### config.mk
export PLATFORM = sky130hd
export DESIGN_NAME = daq_word_energy_extractor
export DESIGN_NICKNAME = d
export VERILOG_FILES = /design/src/dwee_pkg.sv /design/src/dwee_front.sv /design/src/dwee_queue.sv /design/src/dwee_back.sv /design/src/daq_word_energy_extractor.sv
export VERILOG_INCLUDE_DIRS = /design/src /design/src/src
export SDC_FILE = /design/constraint.sdc
export NUM_CORES = 1
export LEC_CHECK = 0
export BUFFER_PORTS_ARGS = -buffer_cell sky130_fd_sc_hd__buf_2
export CAP_MARGIN = 20
export CORE_ASPECT_RATIO = 0.9
export CORE_MARGIN = 1.5
export CORE_UTILIZATION = 35
export DETAILED_ROUTE_END_ITERATION = 8
export REMOVE_ABC_BUFFERS = 1
export SLEW_MARGIN = 15
export SYNTH_ARGS = -nofsm -noshare
export SYNTH_HDL_FRONTEND = slang
export SYNTH_SLANG_ARGS = --single-unit
### constraint.sdc
create_clock -name clk -period 8 [get_ports clk]
set_clock_uncertainty 0.15 [all_clocks]
set_input_delay 0.8 -clock clk [delete_from_list [all_inputs] [get_ports clk]]
set_output_delay 0.8 -clock clk [all_outputs]
set_load 0.01 [all_outputs]
### src/daq_word_energy_extractor_defines.svh
// Assertion macros shared by the energy extractor.
`ifndef DAQ_WORD_ENERGY_EXTRACTOR_DEFINES_SVH
`define DAQ_WORD_ENERGY_EXTRACTOR_DEFINES_SVH

// The consequent must hold in the same cycle as the antecedent.
`define DWEE_ASSERT_SAME(label, clk, rst_n, ante, cons, msg) \
    label: assert property (@(posedge clk) disable iff (!rst_n) (ante) |-> (cons)) \
        else $error(msg);

// The consequent must hold in the cycle after the antecedent.
`define DWEE_ASSERT_NEXT(label, clk, rst_n, ante, cons, msg) \
    label: assert property (@(posedge clk) disable iff (!rst_n) (ante) |=> (cons)) \
        else $error(msg);

`endif

### src/dwee_pkg.sv
package dwee_pkg;

    localparam int NUM_SLOTS   = 7;
    localparam int SLOT_W      = 3;
    localparam int CHAN_W      = 6;
    localparam int VALUE_W     = 12;
    localparam int ENERGY_W    = 13;
    localparam int CFG_IDX_W   = 3;
    localparam int CFG_DATA_W  = 6;

    // Command queue between the front and the back.
    localparam int Q_DEPTH     = 4;
    localparam int Q_PTR_W     = 2;
    localparam int Q_CNT_W     = 3;

    // Calibration: energy = trunc((value - 779) * 1000 / 1293).
    // The magnitude is formed as floor(|d| * RECIP >> RECIP_SHIFT), where RECIP is
    // ceil(1000 * 2^24 / 1293). The rounding error stays below one step of 1/1293
    // for every |d| up to 3316, so the floor is exact.
    localparam logic [VALUE_W-1:0] VALUE_OFFSET = 12'd779;
    localparam int                 RECIP_W      = 24;
    localparam int                 RECIP_SHIFT  = 24;
    localparam logic [RECIP_W-1:0] RECIP        = 24'd12975419;
    localparam int                 PROD_W       = VALUE_W + RECIP_W;

    // Classification masks.
    localparam logic [31:0] MASK_ADC    = 32'h0068_0000;
    localparam logic [31:0] PAT_HG_ADC  = 32'h0000_0000;
    localparam logic [31:0] PAT_LG_ADC  = 32'h0008_0000;
    localparam logic [31:0] MASK_TDC    = 32'h0060_1000;
    localparam logic [31:0] PAT_TDC_LE  = 32'h0020_1000;
    localparam logic [31:0] PAT_TDC_TE  = 32'h0020_0000;
    localparam logic [31:0] MASK_SCALER = 32'h0060_0000;
    localparam logic [31:0] PAT_SCALER  = 32'h0040_0000;

    typedef logic [CHAN_W-1:0]          chan_t;
    typedef logic signed [ENERGY_W-1:0] energy_t;

    typedef enum logic [2:0] {
        KIND_HG_ADC = 3'd0,
        KIND_LG_ADC = 3'd1,
        KIND_TDC_LE = 3'd2,
        KIND_TDC_TE = 3'd3,
        KIND_SCALER = 3'd4,
        KIND_NONE   = 3'd7
    } kind_t;

    typedef enum logic [CFG_IDX_W-1:0] {
        REG_TARGET_KIND = 3'd0,
        REG_SLOT1       = 3'd1,
        REG_SLOT2       = 3'd2,
        REG_SLOT3       = 3'd3,
        REG_SLOT4       = 3'd4,
        REG_SLOT5       = 3'd5,
        REG_SLOT6       = 3'd6,
        REG_SLOT7       = 3'd7
    } cfg_reg_t;

    localparam logic [2:0] TARGET_KIND_RESET = KIND_LG_ADC;
    localparam chan_t SLOT_CHAN_RESET [NUM_SLOTS] =
        '{6'd43, 6'd33, 6'd34, 6'd38, 6'd40, 6'd41, 6'd43};

    // One queued command: an optional slot update and an optional event end.
    typedef struct packed {
        logic               update;
        logic [SLOT_W-1:0]  slot;
        logic [VALUE_W-1:0] value;
        logic               emit;
    } cmd_t;

    typedef struct packed {
        logic empty;
        logic full;
    } q_status_t;

    typedef struct packed {
        logic done;
        logic emit;
    } back_status_t;

    // Mask tests in priority order.
    function automatic kind_t classify(input logic [31:0] d);
        kind_t k;
        if ((d & MASK_ADC) == PAT_HG_ADC)
            k = KIND_HG_ADC;
        else if ((d & MASK_ADC) == PAT_LG_ADC)
            k = KIND_LG_ADC;
        else if ((d & MASK_TDC) == PAT_TDC_LE)
            k = KIND_TDC_LE;
        else if ((d & MASK_TDC) == PAT_TDC_TE)
            k = KIND_TDC_TE;
        else if ((d & MASK_SCALER) == PAT_SCALER)
            k = KIND_SCALER;
        else
            k = KIND_NONE;
        return k;
    endfunction

endpackage

### src/dwee_front.sv
module dwee_front (
    input  logic                          clk,
    input  logic                          rst_n,
    input  logic                          in_valid,
    input  logic                          in_ready,
    input  logic [31:0]                   word,
    input  logic                          cfg_we,
    input  logic [dwee_pkg::CFG_IDX_W-1:0]  cfg_index,
    input  logic [dwee_pkg::CFG_DATA_W-1:0] cfg_data,
    output logic                          q_push,
    output dwee_pkg::cmd_t                q_wdata
);
    import dwee_pkg::*;

    logic [2:0]         target_kind_reg;
    chan_t              slot_chan_reg [NUM_SLOTS];
    logic [VALUE_W-1:0] words_left_reg;
    logic [VALUE_W-1:0] words_left_next;

    logic               accept;
    logic               is_header;
    kind_t              kind;
    chan_t              chan;
    logic               kind_hit;
    logic               slot_found;
    logic [SLOT_W-1:0]  slot_sel;

    // Configuration registers.
    always_ff @(posedge clk or negedge rst_n)
    begin
        if (!rst_n)
        begin
            target_kind_reg <= TARGET_KIND_RESET;
            for (int i = 0; i < NUM_SLOTS; i++)
            begin
                slot_chan_reg[i] <= SLOT_CHAN_RESET[i];
            end
        end
        else if (cfg_we)
        begin
            if (cfg_index == REG_TARGET_KIND)
                target_kind_reg <= cfg_data[2:0];
            else
                slot_chan_reg[cfg_index - CFG_IDX_W'(1)] <= cfg_data;
        end
    end

    assign accept    = in_valid && in_ready;
    assign is_header = (words_left_reg == '0);
    assign kind      = classify(word);
    assign chan      = word[18:13];
    assign kind_hit  = (kind != KIND_NONE) && (kind == kind_t'(target_kind_reg));

    // First slot whose channel matches wins.
    always_comb
    begin
        slot_found = 1'b0;
        slot_sel   = '0;
        for (int i = 0; i < NUM_SLOTS; i++)
        begin
            if (!slot_found && (slot_chan_reg[i] == chan))
            begin
                slot_found = 1'b1;
                slot_sel   = SLOT_W'(i);
            end
        end
    end

    // Header or data word: build the command and the next count.
    always_comb
    begin
        q_wdata.update = 1'b0;
        q_wdata.slot   = slot_sel;
        q_wdata.value  = word[VALUE_W-1:0];
        q_wdata.emit   = 1'b0;
        words_left_next = words_left_reg;
        if (is_header)
        begin
            words_left_next = word[VALUE_W-1:0];
            q_wdata.emit    = (word[VALUE_W-1:0] == '0);
        end
        else
        begin
            words_left_next = words_left_reg - VALUE_W'(1);
            q_wdata.update  = kind_hit && slot_found;
            q_wdata.emit    = (words_left_reg == VALUE_W'(1));
        end
    end

    assign q_push = accept && (q_wdata.update || q_wdata.emit);

    // Event word counter.
    always_ff @(posedge clk or negedge rst_n)
    begin
        if (!rst_n)
            words_left_reg <= '0;
        else if (accept)
            words_left_reg <= words_left_next;
    end

endmodule

### src/dwee_queue.sv
module dwee_queue (
    input  logic                 clk,
    input  logic                 rst_n,
    input  logic                 push,
    input  dwee_pkg::cmd_t       wdata,
    input  logic                 pop,
    output dwee_pkg::cmd_t       rdata,
    output dwee_pkg::q_status_t  status
);
    import dwee_pkg::*;

    cmd_t               entry_reg [Q_DEPTH];
    logic [Q_PTR_W-1:0] wr_ptr_reg;
    logic [Q_PTR_W-1:0] rd_ptr_reg;
    logic [Q_CNT_W-1:0] count_reg;
    logic               do_push;
    logic               do_pop;

    assign status.empty = (count_reg == '0);
    assign status.full  = (count_reg == Q_CNT_W'(Q_DEPTH));
    assign do_push      = push && !status.full;
    assign do_pop       = pop && !status.empty;
    assign rdata        = entry_reg[rd_ptr_reg];

    // Command storage.
    always_ff @(posedge clk)
    begin
        if (do_push)
            entry_reg[wr_ptr_reg] <= wdata;
    end

    // Pointers and fill count.
    always_ff @(posedge clk or negedge rst_n)
    begin
        if (!rst_n)
        begin
            wr_ptr_reg <= '0;
            rd_ptr_reg <= '0;
            count_reg  <= '0;
        end
        else
        begin
            if (do_push)
                wr_ptr_reg <= wr_ptr_reg + Q_PTR_W'(1);
            if (do_pop)
                rd_ptr_reg <= rd_ptr_reg + Q_PTR_W'(1);
            if (do_push && !do_pop)
                count_reg <= count_reg + Q_CNT_W'(1);
            else if (do_pop && !do_push)
                count_reg <= count_reg - Q_CNT_W'(1);
        end
    end

endmodule

### src/dwee_back.sv
module dwee_back (
    input  logic                    clk,
    input  logic                    rst_n,
    input  dwee_pkg::cmd_t          q_rdata,
    input  dwee_pkg::q_status_t     q_status,
    output logic                    q_pop,
    output logic                    out_valid,
    input  logic                    out_ready,
    output dwee_pkg::energy_t       out_energy [dwee_pkg::NUM_SLOTS],
    output dwee_pkg::back_status_t  status
);
    import dwee_pkg::*;

    // Calibration stage.
    logic               s1_valid_reg;
    logic               s1_update_reg;
    logic [SLOT_W-1:0]  s1_slot_reg;
    logic               s1_emit_reg;
    logic               s1_neg_reg;
    logic [PROD_W-1:0]  s1_prod_reg;

    logic signed [VALUE_W:0] diff;
    logic [VALUE_W-1:0]      diff_mag;
    logic [VALUE_W-1:0]      quot;
    energy_t                 energy;

    energy_t held_reg  [NUM_SLOTS];
    energy_t held_next [NUM_SLOTS];
    energy_t out_energy_reg [NUM_SLOTS];
    logic    out_valid_reg;

    logic    s1_done;
    logic    s1_free;

    // Offset removal and magnitude of the queue head.
    assign diff     = $signed({1'b0, q_rdata.value}) - $signed({1'b0, VALUE_OFFSET});
    assign diff_mag = diff[VALUE_W] ? VALUE_W'(-diff) : diff[VALUE_W-1:0];

    // The stage completes unless it ends an event while the output is still held.
    assign s1_done = s1_valid_reg && (!s1_emit_reg || !out_valid_reg || out_ready);
    assign s1_free = !s1_valid_reg || s1_done;
    assign q_pop   = s1_free && !q_status.empty;

    always_ff @(posedge clk or negedge rst_n)
    begin
        if (!rst_n)
            s1_valid_reg <= 1'b0;
        else if (s1_free)
            s1_valid_reg <= !q_status.empty;
    end

    // Constant multiply by the scaled reciprocal.
    always_ff @(posedge clk)
    begin
        if (q_pop)
        begin
            s1_update_reg <= q_rdata.update;
            s1_slot_reg   <= q_rdata.slot;
            s1_emit_reg   <= q_rdata.emit;
            s1_neg_reg    <= diff[VALUE_W];
            s1_prod_reg   <= PROD_W'(diff_mag) * PROD_W'(RECIP);
        end
    end

    // Truncated quotient with the sign put back.
    assign quot   = s1_prod_reg[RECIP_SHIFT +: VALUE_W];
    assign energy = s1_neg_reg ? -$signed({1'b0, quot}) : $signed({1'b0, quot});

    always_comb
    begin
        for (int i = 0; i < NUM_SLOTS; i++)
        begin
            held_next[i] = held_reg[i];
        end
        if (s1_done && s1_update_reg)
            held_next[s1_slot_reg] = energy;
    end

    // Held energies persist across events.
    always_ff @(posedge clk or negedge rst_n)
    begin
        if (!rst_n)
        begin
            for (int i = 0; i < NUM_SLOTS; i++)
            begin
                held_reg[i] <= '0;
            end
        end
        else
        begin
            for (int i = 0; i < NUM_SLOTS; i++)
            begin
                held_reg[i] <= held_next[i];
            end
        end
    end

    // Output register, loaded at the end of each event.
    always_ff @(posedge clk or negedge rst_n)
    begin
        if (!rst_n)
            out_valid_reg <= 1'b0;
        else if (s1_done && s1_emit_reg)
            out_valid_reg <= 1'b1;
        else if (out_ready)
            out_valid_reg <= 1'b0;
    end

    always_ff @(posedge clk)
    begin
        if (s1_done && s1_emit_reg)
        begin
            for (int i = 0; i < NUM_SLOTS; i++)
            begin
                out_energy_reg[i] <= held_next[i];
            end
        end
    end

    assign out_valid   = out_valid_reg;
    assign status.done = s1_done;
    assign status.emit = s1_emit_reg;

    always_comb
    begin
        for (int i = 0; i < NUM_SLOTS; i++)
        begin
            out_energy[i] = out_energy_reg[i];
        end
    end

endmodule

### src/daq_word_energy_extractor.sv
// Readout word energy extractor. Takes one 32-bit readout word per clock on the
// input channel while the queue has room: a header (low 12 bits give the number
// of data words) followed by that many data words. Data words of the configured
// kind update the energy of the first slot whose channel matches, with energy =
// trunc((value - 779) / 1.293). At the end of every event (the last data word,
// or a header with a zero count) one transfer on the output channel delivers all
// seven held energies; they are not cleared between events. Sustained rate is
// one word per cycle unless the queue is full; the front classifies a word in
// the cycle it is accepted, a four-entry command queue decouples it from the
// back, and the back registers the reciprocal multiply, then updates the held
// energies and loads the output register. A stalled output backs up the queue
// only when an event end must wait; the input then stalls once four commands
// are queued. Configuration writes take effect on the next cycle.
`include "daq_word_energy_extractor_defines.svh"

module daq_word_energy_extractor (
    input  logic                            clk,
    input  logic                            rst_n,
    input  logic                            in_valid,
    output logic                            in_ready,
    input  logic [31:0]                     word,
    output logic                            out_valid,
    input  logic                            out_ready,
    output logic signed [12:0]              energy_one,
    output logic signed [12:0]              energy_two,
    output logic signed [12:0]              energy_three,
    output logic signed [12:0]              energy_four,
    output logic signed [12:0]              energy_five,
    output logic signed [12:0]              energy_six,
    output logic signed [12:0]              energy_seven,
    input  logic                            cfg_we,
    input  logic [dwee_pkg::CFG_IDX_W-1:0]  cfg_index,
    input  logic [dwee_pkg::CFG_DATA_W-1:0] cfg_data
);
    import dwee_pkg::*;

    logic         q_push;
    logic         q_pop;
    cmd_t         q_wdata;
    cmd_t         q_rdata;
    q_status_t    q_stat;
    back_status_t back_stat;
    energy_t      energy [NUM_SLOTS];

    // Input transfers proceed while the queue has room.
    assign in_ready = !q_stat.full;

    dwee_front u_front (
        .clk       (clk),
        .rst_n     (rst_n),
        .in_valid  (in_valid),
        .in_ready  (in_ready),
        .word      (word),
        .cfg_we    (cfg_we),
        .cfg_index (cfg_index),
        .cfg_data  (cfg_data),
        .q_push    (q_push),
        .q_wdata   (q_wdata)
    );

    dwee_queue u_queue (
        .clk    (clk),
        .rst_n  (rst_n),
        .push   (q_push),
        .wdata  (q_wdata),
        .pop    (q_pop),
        .rdata  (q_rdata),
        .status (q_stat)
    );

    dwee_back u_back (
        .clk        (clk),
        .rst_n      (rst_n),
        .q_rdata    (q_rdata),
        .q_status   (q_stat),
        .q_pop      (q_pop),
        .out_valid  (out_valid),
        .out_ready  (out_ready),
        .out_energy (energy),
        .status     (back_stat)
    );

    assign energy_one   = energy[0];
    assign energy_two   = energy[1];
    assign energy_three = energy[2];
    assign energy_four  = energy[3];
    assign energy_five  = energy[4];
    assign energy_six   = energy[5];
    assign energy_seven = energy[6];

    // Queue never overflows or underflows; a completed event end shows up.
    `DWEE_ASSERT_SAME(a_queue_no_overflow, clk, rst_n, q_push, !q_stat.full, "push into full queue")
    `DWEE_ASSERT_SAME(a_queue_no_underflow, clk, rst_n, q_pop, !q_stat.empty, "pop from empty queue")
    `DWEE_ASSERT_NEXT(a_emit_presents, clk, rst_n, back_stat.done && back_stat.emit, out_valid, "event end lost")

endmodule

==> out/results.tsv, run 1 <==
stage	metric	value	unit
setup_path	critPathArrivalTime	7970	ps
setup_path	start_kind	flop	
job	maxCapViolations	0	
timing	fin_ws	248	ps
synthesis	yosys_warnings	0	
timing	min_period_over_period	0.969	
synthesis	ys_ff_latch	334	
setup_path	critical_path.endpoint_type	flop	
drt	totalWireLength	39.6	mm
drt	drt_iter0_markers	598	
floorplan	die_w	243	um
floorplan	coreArea	0.0507	mm^2
placed_design	dpl.hpwl	29.7	mm
timing	fmax	129	MHz
floorplan	start_util	0.357	
layout	area_growth	17.5	%
cts	cts_hold_buf	0	
cts	cts_tree	built	
setup_path	cp.required	8220	ps
timing	setup_viol	0	
layout	layout.nets	1872	
floorplan	die_y	219	um
cts	h-tree-depth	2	
layout	drive_gt1_frac	0.242	
global_route	grt_antenna_before_repair	0	
synthesis	ys_types	64	
cts	insertion_delay	530	ps
floorplan	std_cell_rows	78	
layout	final_common_cell	inv_1	
global_route	track_usage	0.151	
placed_design	place_congestion	0.920	
layout	diodes	0	
floorplan	ios	139	
global_route	grt_pass1_vias	11500	
drt	drt-pass1-iter-count	5	
drt	routedWlPerCell	17.1	um
global_route	grt_max_degree	92	
setup_path	criticalPathCategory	reg2reg	
setup_path	cp_max_fo	11	
drt	drcViolationCount	0	
synthesis	synthesis.area	0.0181	mm^2
synthesis	synth_cells	1417	
timing	maxSlewHeadroom	0.268	
global_route	use_met1	0.207	
global_route	grt_overflow_total	0	
timing	final_max_slew_viol_count	0	
timing	finalHoldViolations	0	
global_route	grt.met2_usage	0.249	
global_route	grt_pass1_wl	63.2	mm
synthesis	syn_area_per_cell	12.8	um^2
drt	via_count	11200	
hold_path	min-delay-path-class	in2async	
timing	fin_hold_ws	175	ps
timing	period_needed	7750	ps
cts	clock_path_buffers	3	
synthesis	synth_edf_count	177	
placed_design	place_ws	-144	ps
layout	final_cell_mix	184 x inv_1, 177 x edfxtp_1, 136 x dfrtp_1	
synthesis	yosysSeqAreaShare	0.512	
placed_design	port_buffers	128	
global_route	top_usage_layer	met2	
drt	ant_nets	0	
timing	tightest_slew	1100	ps
cts	clock-sinks	334	
timing	grt_setup_unrepaired	true	
drt	via_per_inst	4.84	
synthesis	postSynth.asyncResetShare	0.470	
floorplan	die-area	0.0531	mm^2
status	outcome	finished clean	
global_route	use_met3	0.0275	
cts	cts-root-buf	clkbuf_16	
synthesis	synth_ff_type	edfxtp_1	
cts	numCtsBuffers	34	
cts	path_clk_slew	60	ps
[Yosys cell counts (5+ instances only)]
cell | instances | area share
a211o_1 | 5 | 0.0024
a21o_1 | 13 | 0.0054
a21oi_1 | 72 | 0.020
and2_1 | 6 | 0.0021
and3_1 | 5 | 0.0017
clkbuf_1 | 28 | 0.0058
dfrtp_1 | 136 | 0.19
dfstp_2 | 21 | 0.030
edfxtp_1 | 177 | 0.29
fa_1 | 104 | 0.12
ha_1 | 110 | 0.076
inv_1 | 186 | 0.039
mux2_2 | 78 | 0.049
mux4_1 | 5 | 0.0073
mux4_2 | 12 | 0.015
nand2_1 | 81 | 0.017
nand2b_1 | 9 | 0.0031
nand3_1 | 10 | 0.0028
nand4_1 | 11 | 0.0038
nor2_1 | 76 | 0.016
nor2b_1 | 8 | 0.0028
nor3_1 | 27 | 0.0075
o211ai_1 | 7 | 0.0029
o21a_1 | 7 | 0.0029
o21ai_0 | 57 | 0.016
o31ai_1 | 8 | 0.0033
or3_1 | 7 | 0.0024
xnor2_1 | 51 | 0.025
xor2_1 | 35 | 0.017
[logic make-up (layout without fill, tap and decap cells)]
logic type,count (synthesis),count (layout),share of synthesized area
flops,334,334,0.512
simple gates,265,265,0.0693
xor+xnor,86,86,0.0416
mux,98,98,0.0724
compound gates,203,203,0.0680
buf+inv,217,438,0.0455
fa+ha+maj,214,214,0.191
[path summary, 6_finish.rpt]
check | startpoint | to | slack [ps] | cells after the start
hold reg to reg | u_back.held_reg[43] | u_back.held_reg[43] | 340 | 2
max in group asynchronous | rst_n | u_back.held_reg[47] | 6030 | 2
setup reg to reg | u_queue.rd_ptr_reg[0] | u_back.s1_prod_reg[32] | 250 | 27
setup / recovery | u_queue.rd_ptr_reg[0] | u_back.s1_prod_reg[32] | 250 | 27
min in group clk | u_back.held_reg[43] | u_back.held_reg[43] | 340 | 2
hold / removal | rst_n | u_front.words_left_reg[11] | 180 | 1
[stage by stage]
step	util	cells	setup TNS (ps)	area, um^2
after CTS	0.415	2313	0	21100
after detailed placement	0.393	2248	-621	19900
after floorplan	-	1386	-4060	18000
after global routing	0.419	2318	-8.89	21300
final	0.419	2318	0	21300
after global placement	0.393	2248	-21.9	19900
[area by class of cell]
| class | count | area [um^2] |
|---|---|---|
| timing repair buffer | 190 | 1140 |
| inverter | 186 | 702 |
| clock inverter | 18 | 165 |
| multi-input combinational | 866 | 8210 |
| tap | 680 | 851 |
| clock buffer | 44 | 928 |
| sequential | 334 | 9270 |
| fill | 4762 | 29500 |
[routing by layer]
| metal | wire length [um] | part of all wire |
|---|---|---|
| met3 | 1810 | 0.046 |
| met2 | 19000 | 0.48 |
| met1 | 18100 | 0.46 |
| met5 | 0 | 0 |
| met4 | 672 | 0.017 |
[timing repair]
item | 4_1_cts | 5_1_grt
resized for setup | 8 | 31
setup endpoints to repair | 9 | 12
endpoints found under the hold margin | 0 | 0
pin swaps | 3 | 14
setup buffers | 3 | 5
[critical path, stage by stage (launching register included)]
cell and delay [ps]:
dfrtp_1 390, buf_12 150, mux4_2 530, or4_4 530
o41a_1 380, buf_4 200, a21oi_2 150, o31ai_2 80
xor2_1 200, inv_1 100, fa_2 610, buf_4 160
fa_1 430, fa_1 490, inv_1 50, fa_1 490
fa_1 550, inv_1 40, ha_1 300, and4_1 240
nand4_1 170, buf_4 180, a21o_1 170, a31oi_4 200
o31ai_1 130, buf_4 170, a211o_1 280, o211ai_1 90
Power of run 1 is not shown: default switching activity piles up to over one toggle a cycle in this logic, so the estimate is an artifact.
==> run 2, diff against run 1 <==
--- a/config.mk
+++ b/config.mk
@@ -6,10 +6,10 @@
 export SDC_FILE = /design/constraint.sdc
 export NUM_CORES = 1
 export LEC_CHECK = 0
-export BUFFER_PORTS_ARGS = -buffer_cell sky130_fd_sc_hd__buf_2
+export BUFFER_PORTS_ARGS = -buffer_cell sky130_fd_sc_hd__buf_4
 export CAP_MARGIN = 20
 export CORE_ASPECT_RATIO = 0.9
-export CORE_MARGIN = 1.5
+export CORE_MARGIN = 3
 export CORE_UTILIZATION = 35
 export DETAILED_ROUTE_END_ITERATION = 8
 export REMOVE_ABC_BUFFERS = 1
==> run 2 against run 1 <==
Net effect:
- utilization up 1.1 points
- fmax down 0.35%
- global-route usage about the same
- via count increased by 0.81%
- register-to-register slack worse by 30 ps
- count of clock-buffer cells in the layout grew 10
- routed wire length rose by 2.8%
- sequential cell count is the same
- final area is 2.6% higher
- hold slack got worse by 110 ps
==> out/results.tsv, run 2 (synthesis gave the netlist of run 1 again) <==
stage	metric	value	unit	change
placed_design	placed_area	0.0203	mm^2	was 0.0199 mm^2
global_route	grt_antenna_before_repair	0		unchanged
layout	final_common_cell	buf_4		was inv_1
drt	routedWlPerCell	17.5	um	was 17.1 um
drt	ant_nets	0		unchanged
layout	area_growth	20.5	%	was 17.5%
layout	ff_latch_area	0.00927	mm^2	about the same
floorplan	die_w	246	um	was 243 um
cts	h-tree-depth	2		unchanged
drt	drt-pass1-iter-count	5		unchanged
global_route	grt_pass1_vias	11900		was 11.5k
layout	drive_gt1_frac	0.251		was 0.242
placed_design	place_ws	-124	ps	was -144 ps
layout	multiInputGateArea	0.00829	mm^2	was 0.00821 mm^2
global_route	grt_overflow_total	0		unchanged
timing	fmax	129	MHz	about the same
floorplan	std_cell_rows	78		unchanged
status	outcome	finished clean		unchanged
cts	cts-root-buf	clkbuf_16		unchanged
timing	final_max_slew_viol_count	0		unchanged
placed_design	port_buffers	128		unchanged
setup_path	cp_max_fo	5		was 11
placed_design	dpl.hpwl	30.6	mm	was 29.7 mm
timing	period_needed	7780	ps	was 7750 ps
setup_path	cp.required	8130	ps	was 8220 ps
drt	totalWireLength	40.7	mm	was 39.6 mm
cts	numCtsBuffers	35		was 34
placed_design	place_congestion	0.887		was 0.920
timing	tightest_slew	1100	ps	about the same
timing	min_period_over_period	0.972		was 0.969
cts	clock_path_buffers	3		unchanged
global_route	grt_pass1_wl	65.2	mm	was 63.2 mm
timing	fin_tns_setup	0	ps	unchanged
layout	final_cell_mix	188 x buf_4, 178 x inv_1, 177 x edfxtp_1		was 184 x inv_1, 177 x edfxtp_1, 136 x dfrtp_1
timing	setup_viol	0		unchanged
setup_path	critPathArrivalTime	7900	ps	was 7970 ps
layout	final_cell_area	0.0218	mm^2	was 0.0213 mm^2
floorplan	start_util	0.357		unchanged
setup_path	start_kind	flop		unchanged
global_route	grt_max_degree	68		was 92
setup_path	cpMostUsedCell	inv_1		
floorplan	coreArea	0.0507	mm^2	unchanged
floorplan	ios	139		unchanged
cts	clock-sinks	334		unchanged
drt	via_count	11300		was 11.2k
job	maxCapViolations	0		unchanged
setup_path	criticalPathCategory	reg2reg		unchanged
layout	layout.nets	1880		was 1872
timing	grt_setup_unrepaired	true		unchanged
cts	insertion_delay	530	ps	about the same
drt	drcViolationCount	0		unchanged
setup_path	critPathMaxStageDelay	620	ps	was 610 ps
cts	cts_tree	built		unchanged
hold_path	min-delay-path-class	in2async		unchanged
timing	maxSlewHeadroom	0.262		was 0.268
floorplan	die-area	0.0545	mm^2	was 0.0531 mm^2
layout	diodes	0		unchanged
drt	drt_iter0_markers	574		was 598
drt	via_per_inst	4.86		was 4.84
setup_path	critical_path.endpoint_type	flop		unchanged
timing	fin_hold_ws	69.2	ps	was 175 ps
global_route	track_usage	0.151		about the same
cts	path_clk_slew	60	ps	about the same
layout	fill_cells	4746		was 4762
timing	finalHoldViolations	0		unchanged
setup_path	slowest_stage	fa_2		unchanged
setup_path	worst_r2r_startpoint	u_queue.rd_ptr_reg[0]		unchanged
setup_path	crit_start	u_queue.rd_ptr_reg[0]		unchanged
timing	fin_ws	221	ps	was 248 ps
cts	cts_hold_buf	0		unchanged
floorplan	die_y	222	um	was 219 um
run 2: cell type report:
cell class | count | share of cell area
Clock buffer | 54 | 0.0476
Clock inverter | 9 | 0.00585
Inverter | 186 | 0.0320
Multi-Input combinational cell | 866 | 0.380
Sequential cell | 334 | 0.425
Tap cell | 680 | 0.0390
Timing Repair Buffer | 197 | 0.0706
run 2: path summary, 6_finish.rpt:
path	to	cells past startpoint	slack, ps
worst max-delay path	u_back.s1_prod_reg[35]	28	220
worst min-delay path	u_front.words_left_reg[9]	1	70
worst max register to register	u_back.s1_prod_reg[35]	28	220
worst min register to register	u_back.held_reg[75]	2	340
max in group asynchronous	u_back.held_reg[71]	2	6320
min in group clk	u_back.held_reg[75]	2	340
run 2: per-layer routing:
| metal | wire length [um] | GRT usage | share of wire |
|---|---|---|---|
| met5 | 0 | 0 | 0 |
| met4 | 847 | 0.0358 | 0.021 |
| met3 | 2210 | 0.0289 | 0.054 |
| met2 | 19500 | 0.252 | 0.48 |
| met1 | 18100 | 0.204 | 0.44 |
run 2: critical path: cells and delay by family, from the launching register on:
family | cells | cell delay, ps
adders and majority gates | 6 | 2720
AOI/OAI and AO/OA | 7 | 1520
and+or+nand+nor | 3 | 1040
buffers and inverters | 10 | 980
muxes | 1 | 520
DFF | 1 | 430
xor gates and xnor gates | 1 | 160
run 2: stage by stage:
stage,util,cells
6_report,0.430,2326
5_1_grt,0.430,2326
4_1_cts,0.423,2315
3_5_place_dp,0.400,2252
3_3_place_gp,0.399,2251
2_1_floorplan,-,1386
run 2: timing repair:
action                                  in CTS  in global routing
pin swaps                                    1                 49
hold endpoints to repair                     0                  0
endpoints found under the setup margin       9                 11
setup buffers                                0                 11
cloned                                       0                  1
gates resized for setup                     11                 47
Power of run 2 is left out for the same reason.
==> run 3, diff against run 2 <==
==> constraint.sdc (replaced) <==
create_clock -name clk -period 8 [get_ports clk]
set_clock_uncertainty 0.15 [all_clocks]
set_input_delay 1.2 -clock clk [delete_from_list [all_inputs] [get_ports clk]]
set_output_delay 1.2 -clock clk [all_outputs]
set_load 0.01 [all_outputs]
==> run 3 against run 2 <==
Net effect:
- critical path depth shrank 1
- worst setup slack lost 15 ps
- count of clock-buffer cells in the layout down 12
- die area did not move
- hold slack gained 270 ps
- cell count decreased by 0.26%
- sequential cell count did not move
- fmax is 0.20% lower
- first-iteration DRC count shrank 3.8%
==> out/results.tsv, run 3 (synthesis gave the netlist of run 1 again) <==
stage	metric	value	unit	change
cts	cts-root-buf	clkbuf_16		unchanged
setup_path	slowest_stage	or4_4		was fa_2
hold_path	min-delay-path-class	reg2reg		was in2async
layout	layout.nets	1875		was 1880
timing	tightest_slew	973	ps	was 1100 ps
cts	cts_tree	built		unchanged
global_route	grt_pass1_vias	11600		was 11.9k
layout	diodes	0		unchanged
setup_path	criticalPathCategory	reg2reg		unchanged
floorplan	std_cell_rows	78		unchanged
timing	fin_ws	205	ps	was 221 ps
setup_path	crit_start	u_queue.rd_ptr_reg[0]		unchanged
setup_path	start_kind	flop		unchanged
job	maxCapViolations	0		unchanged
drt	drt-pass1-iter-count	5		unchanged
floorplan	ios	139		unchanged
cts	cts_hold_buf	0		unchanged
timing	maxSlewHeadroom	0.347		was 0.262
drt	wl_met3	1.82	mm	was 2.21 mm
placed_design	port_buffers	128		unchanged
timing	min_period_over_period	0.974		was 0.972
setup_path	cp.required	8130	ps	about the same
drt	wl_met1	18.4	mm	was 18.1 mm
setup_path	critical_path.endpoint_type	flop		unchanged
hold_path	hold_path_end	u_back.held_reg[43]		
layout	final_core_util	0.426		was 0.430
global_route	grt_pass1_wl	63.6	mm	was 65.2 mm
timing	final_max_slew_viol_count	0		unchanged
setup_path	worst_r2r_startpoint	u_queue.rd_ptr_reg[0]		unchanged
floorplan	die_w	246	um	unchanged
setup_path	crit_buf_inv	9		was 10
setup_path	cp_max_fo	11		was 5
setup_path	cp_top_family	adder cells		unchanged
floorplan	die-area	0.0545	mm^2	unchanged
timing	grt_setup_unrepaired	true		unchanged
layout	final_cell_mix	186 x buf_4, 184 x inv_1, 177 x edfxtp_1		was 188 x buf_4, 178 x inv_1, 177 x edfxtp_1
timing	setup_viol	0		unchanged
timing	fin_hold_ws	338	ps	was 69.2 ps
cts	insertion_delay	540	ps	was 530 ps
drt	ant_nets	0		unchanged
drt	routedWlPerCell	17.2	um	was 17.5 um
drt	via_per_inst	4.81		was 4.86
hold_path	min_path_cells	2		
timing	finalHoldViolations	0		unchanged
setup_path	critPathMaxStageDelay	570	ps	was 620 ps
drt	totalWireLength	39.9	mm	was 40.7 mm
layout	fill_cells	4765		was 4746
cts	path_clk_slew	60	ps	about the same
floorplan	coreArea	0.0507	mm^2	unchanged
drt	dr_wl_met2	19.1	mm	was 19.5 mm
layout	drive_gt1_frac	0.245		was 0.251
drt	drt_iter0_markers	552		was 574
cts	clock_path_buffers	3		unchanged
floorplan	die_y	222	um	unchanged
drt	drcViolationCount	0		unchanged
global_route	grt_max_degree	92		was 68
hold_path	hp-start	u_back.held_reg[43]		
placed_design	place_congestion	0.888		was 0.887
cts	h-tree-depth	2		unchanged
placed_design	place_ws	-99.8	ps	was -124 ps
drt	via_count	11200		was 11.3k
placed_design	dpl.hpwl	29.8	mm	was 30.6 mm
setup_path	reg2reg_depth	27		was 28
global_route	grt_overflow_total	0		unchanged
layout	final_common_cell	buf_4		unchanged
timing	fmax	128	MHz	was 129 MHz
floorplan	start_util	0.357		unchanged
drt	top_layer_used	met4		unchanged
cts	clock-sinks	334		unchanged
setup_path	r2r_end	u_back.s1_prod_reg[35]		unchanged
status	outcome	finished clean		unchanged
setup_path	rrSetupSlack	210	ps	was 220 ps
cts	numCtsBuffers	34		was 35
global_route	track_usage	0.147		was 0.151
global_route	grt_antenna_before_repair	0		unchanged
setup_path	critPathArrivalTime	7930	ps	was 7900 ps
layout	area_growth	19.3	%	was 20.5%
timing	period_needed	7790	ps	was 7780 ps
run 3: cell count changes in the layout (fill, tap and decap cells not counted), moves of 3 or more:
cell       change
buf_6          -3
clkbuf_1       -6
clkbuf_16      -3
clkbuf_8       -4
clkinv_2       +8
inv_1          +6
inv_2          -7
run 3: per-layer routing:
layer	global-route usage	vias to the layer above
met5	0	-
met4	0.0280	0
met3	0.0255	47
met2	0.241	250
met1	0.206	5570
li1	-	5298
run 3: worst max path at each step:
stage                     cells after the start  slack, ps                endpoint
after floorplan                              23       -730  u_back.s1_prod_reg[35]
after global routing                         29        -70  u_back.s1_prod_reg[32]
after detailed placement                     25       -100  u_back.s1_prod_reg[32]
final                                        27        210  u_back.s1_prod_reg[35]
after CTS                                    27          4  u_back.s1_prod_reg[35]
after global placement                       25        -60  u_back.s1_prod_reg[32]
run 3: final cells by class:
cell class	instances	area, um^2	share of cell area
inverters	186	701	0.0324
well taps	680	851	0.0394
multi-input cells	866	8190	0.379
clock inverters	19	180	0.00834
flip-flops and latches	334	9270	0.429
clock buffers	42	911	0.0422
repair buffers	193	1490	0.0690
run 3: worst reg2reg max path, delay by kind of cell, from the launching register on:
| kind | cells | cell delay (ps) |
|---|---|---|
| adder cells (fa/ha/maj) | 6 | 2720 |
| AO/OA/AOI/OAI | 9 | 1940 |
| buffers and inverters | 9 | 1090 |
| AND/OR/NAND/NOR | 1 | 570 |
| multiplexers | 1 | 510 |
| flip-flops | 1 | 370 |
| XOR/XNOR | 1 | 180 |
run 3: timing repair:
action	in CTS	in global routing
pin swaps	0	14
resized for setup	7	34
setup buffers	0	4
endpoints found under the setup margin	9	11
run 3: through the flow:
step / cell area [um^2] / std cells / setup TNS [ps]
after floorplan: 18000 / 1386 / -4060
after global placement: 20300 / 2253 / -209
after detailed placement: 20300 / 2254 / -407
after CTS: 21400 / 2315 / 0
after global routing: 21600 / 2320 / -131
final: 21600 / 2320 / 0
Power of run 3 is left out for the same reason.
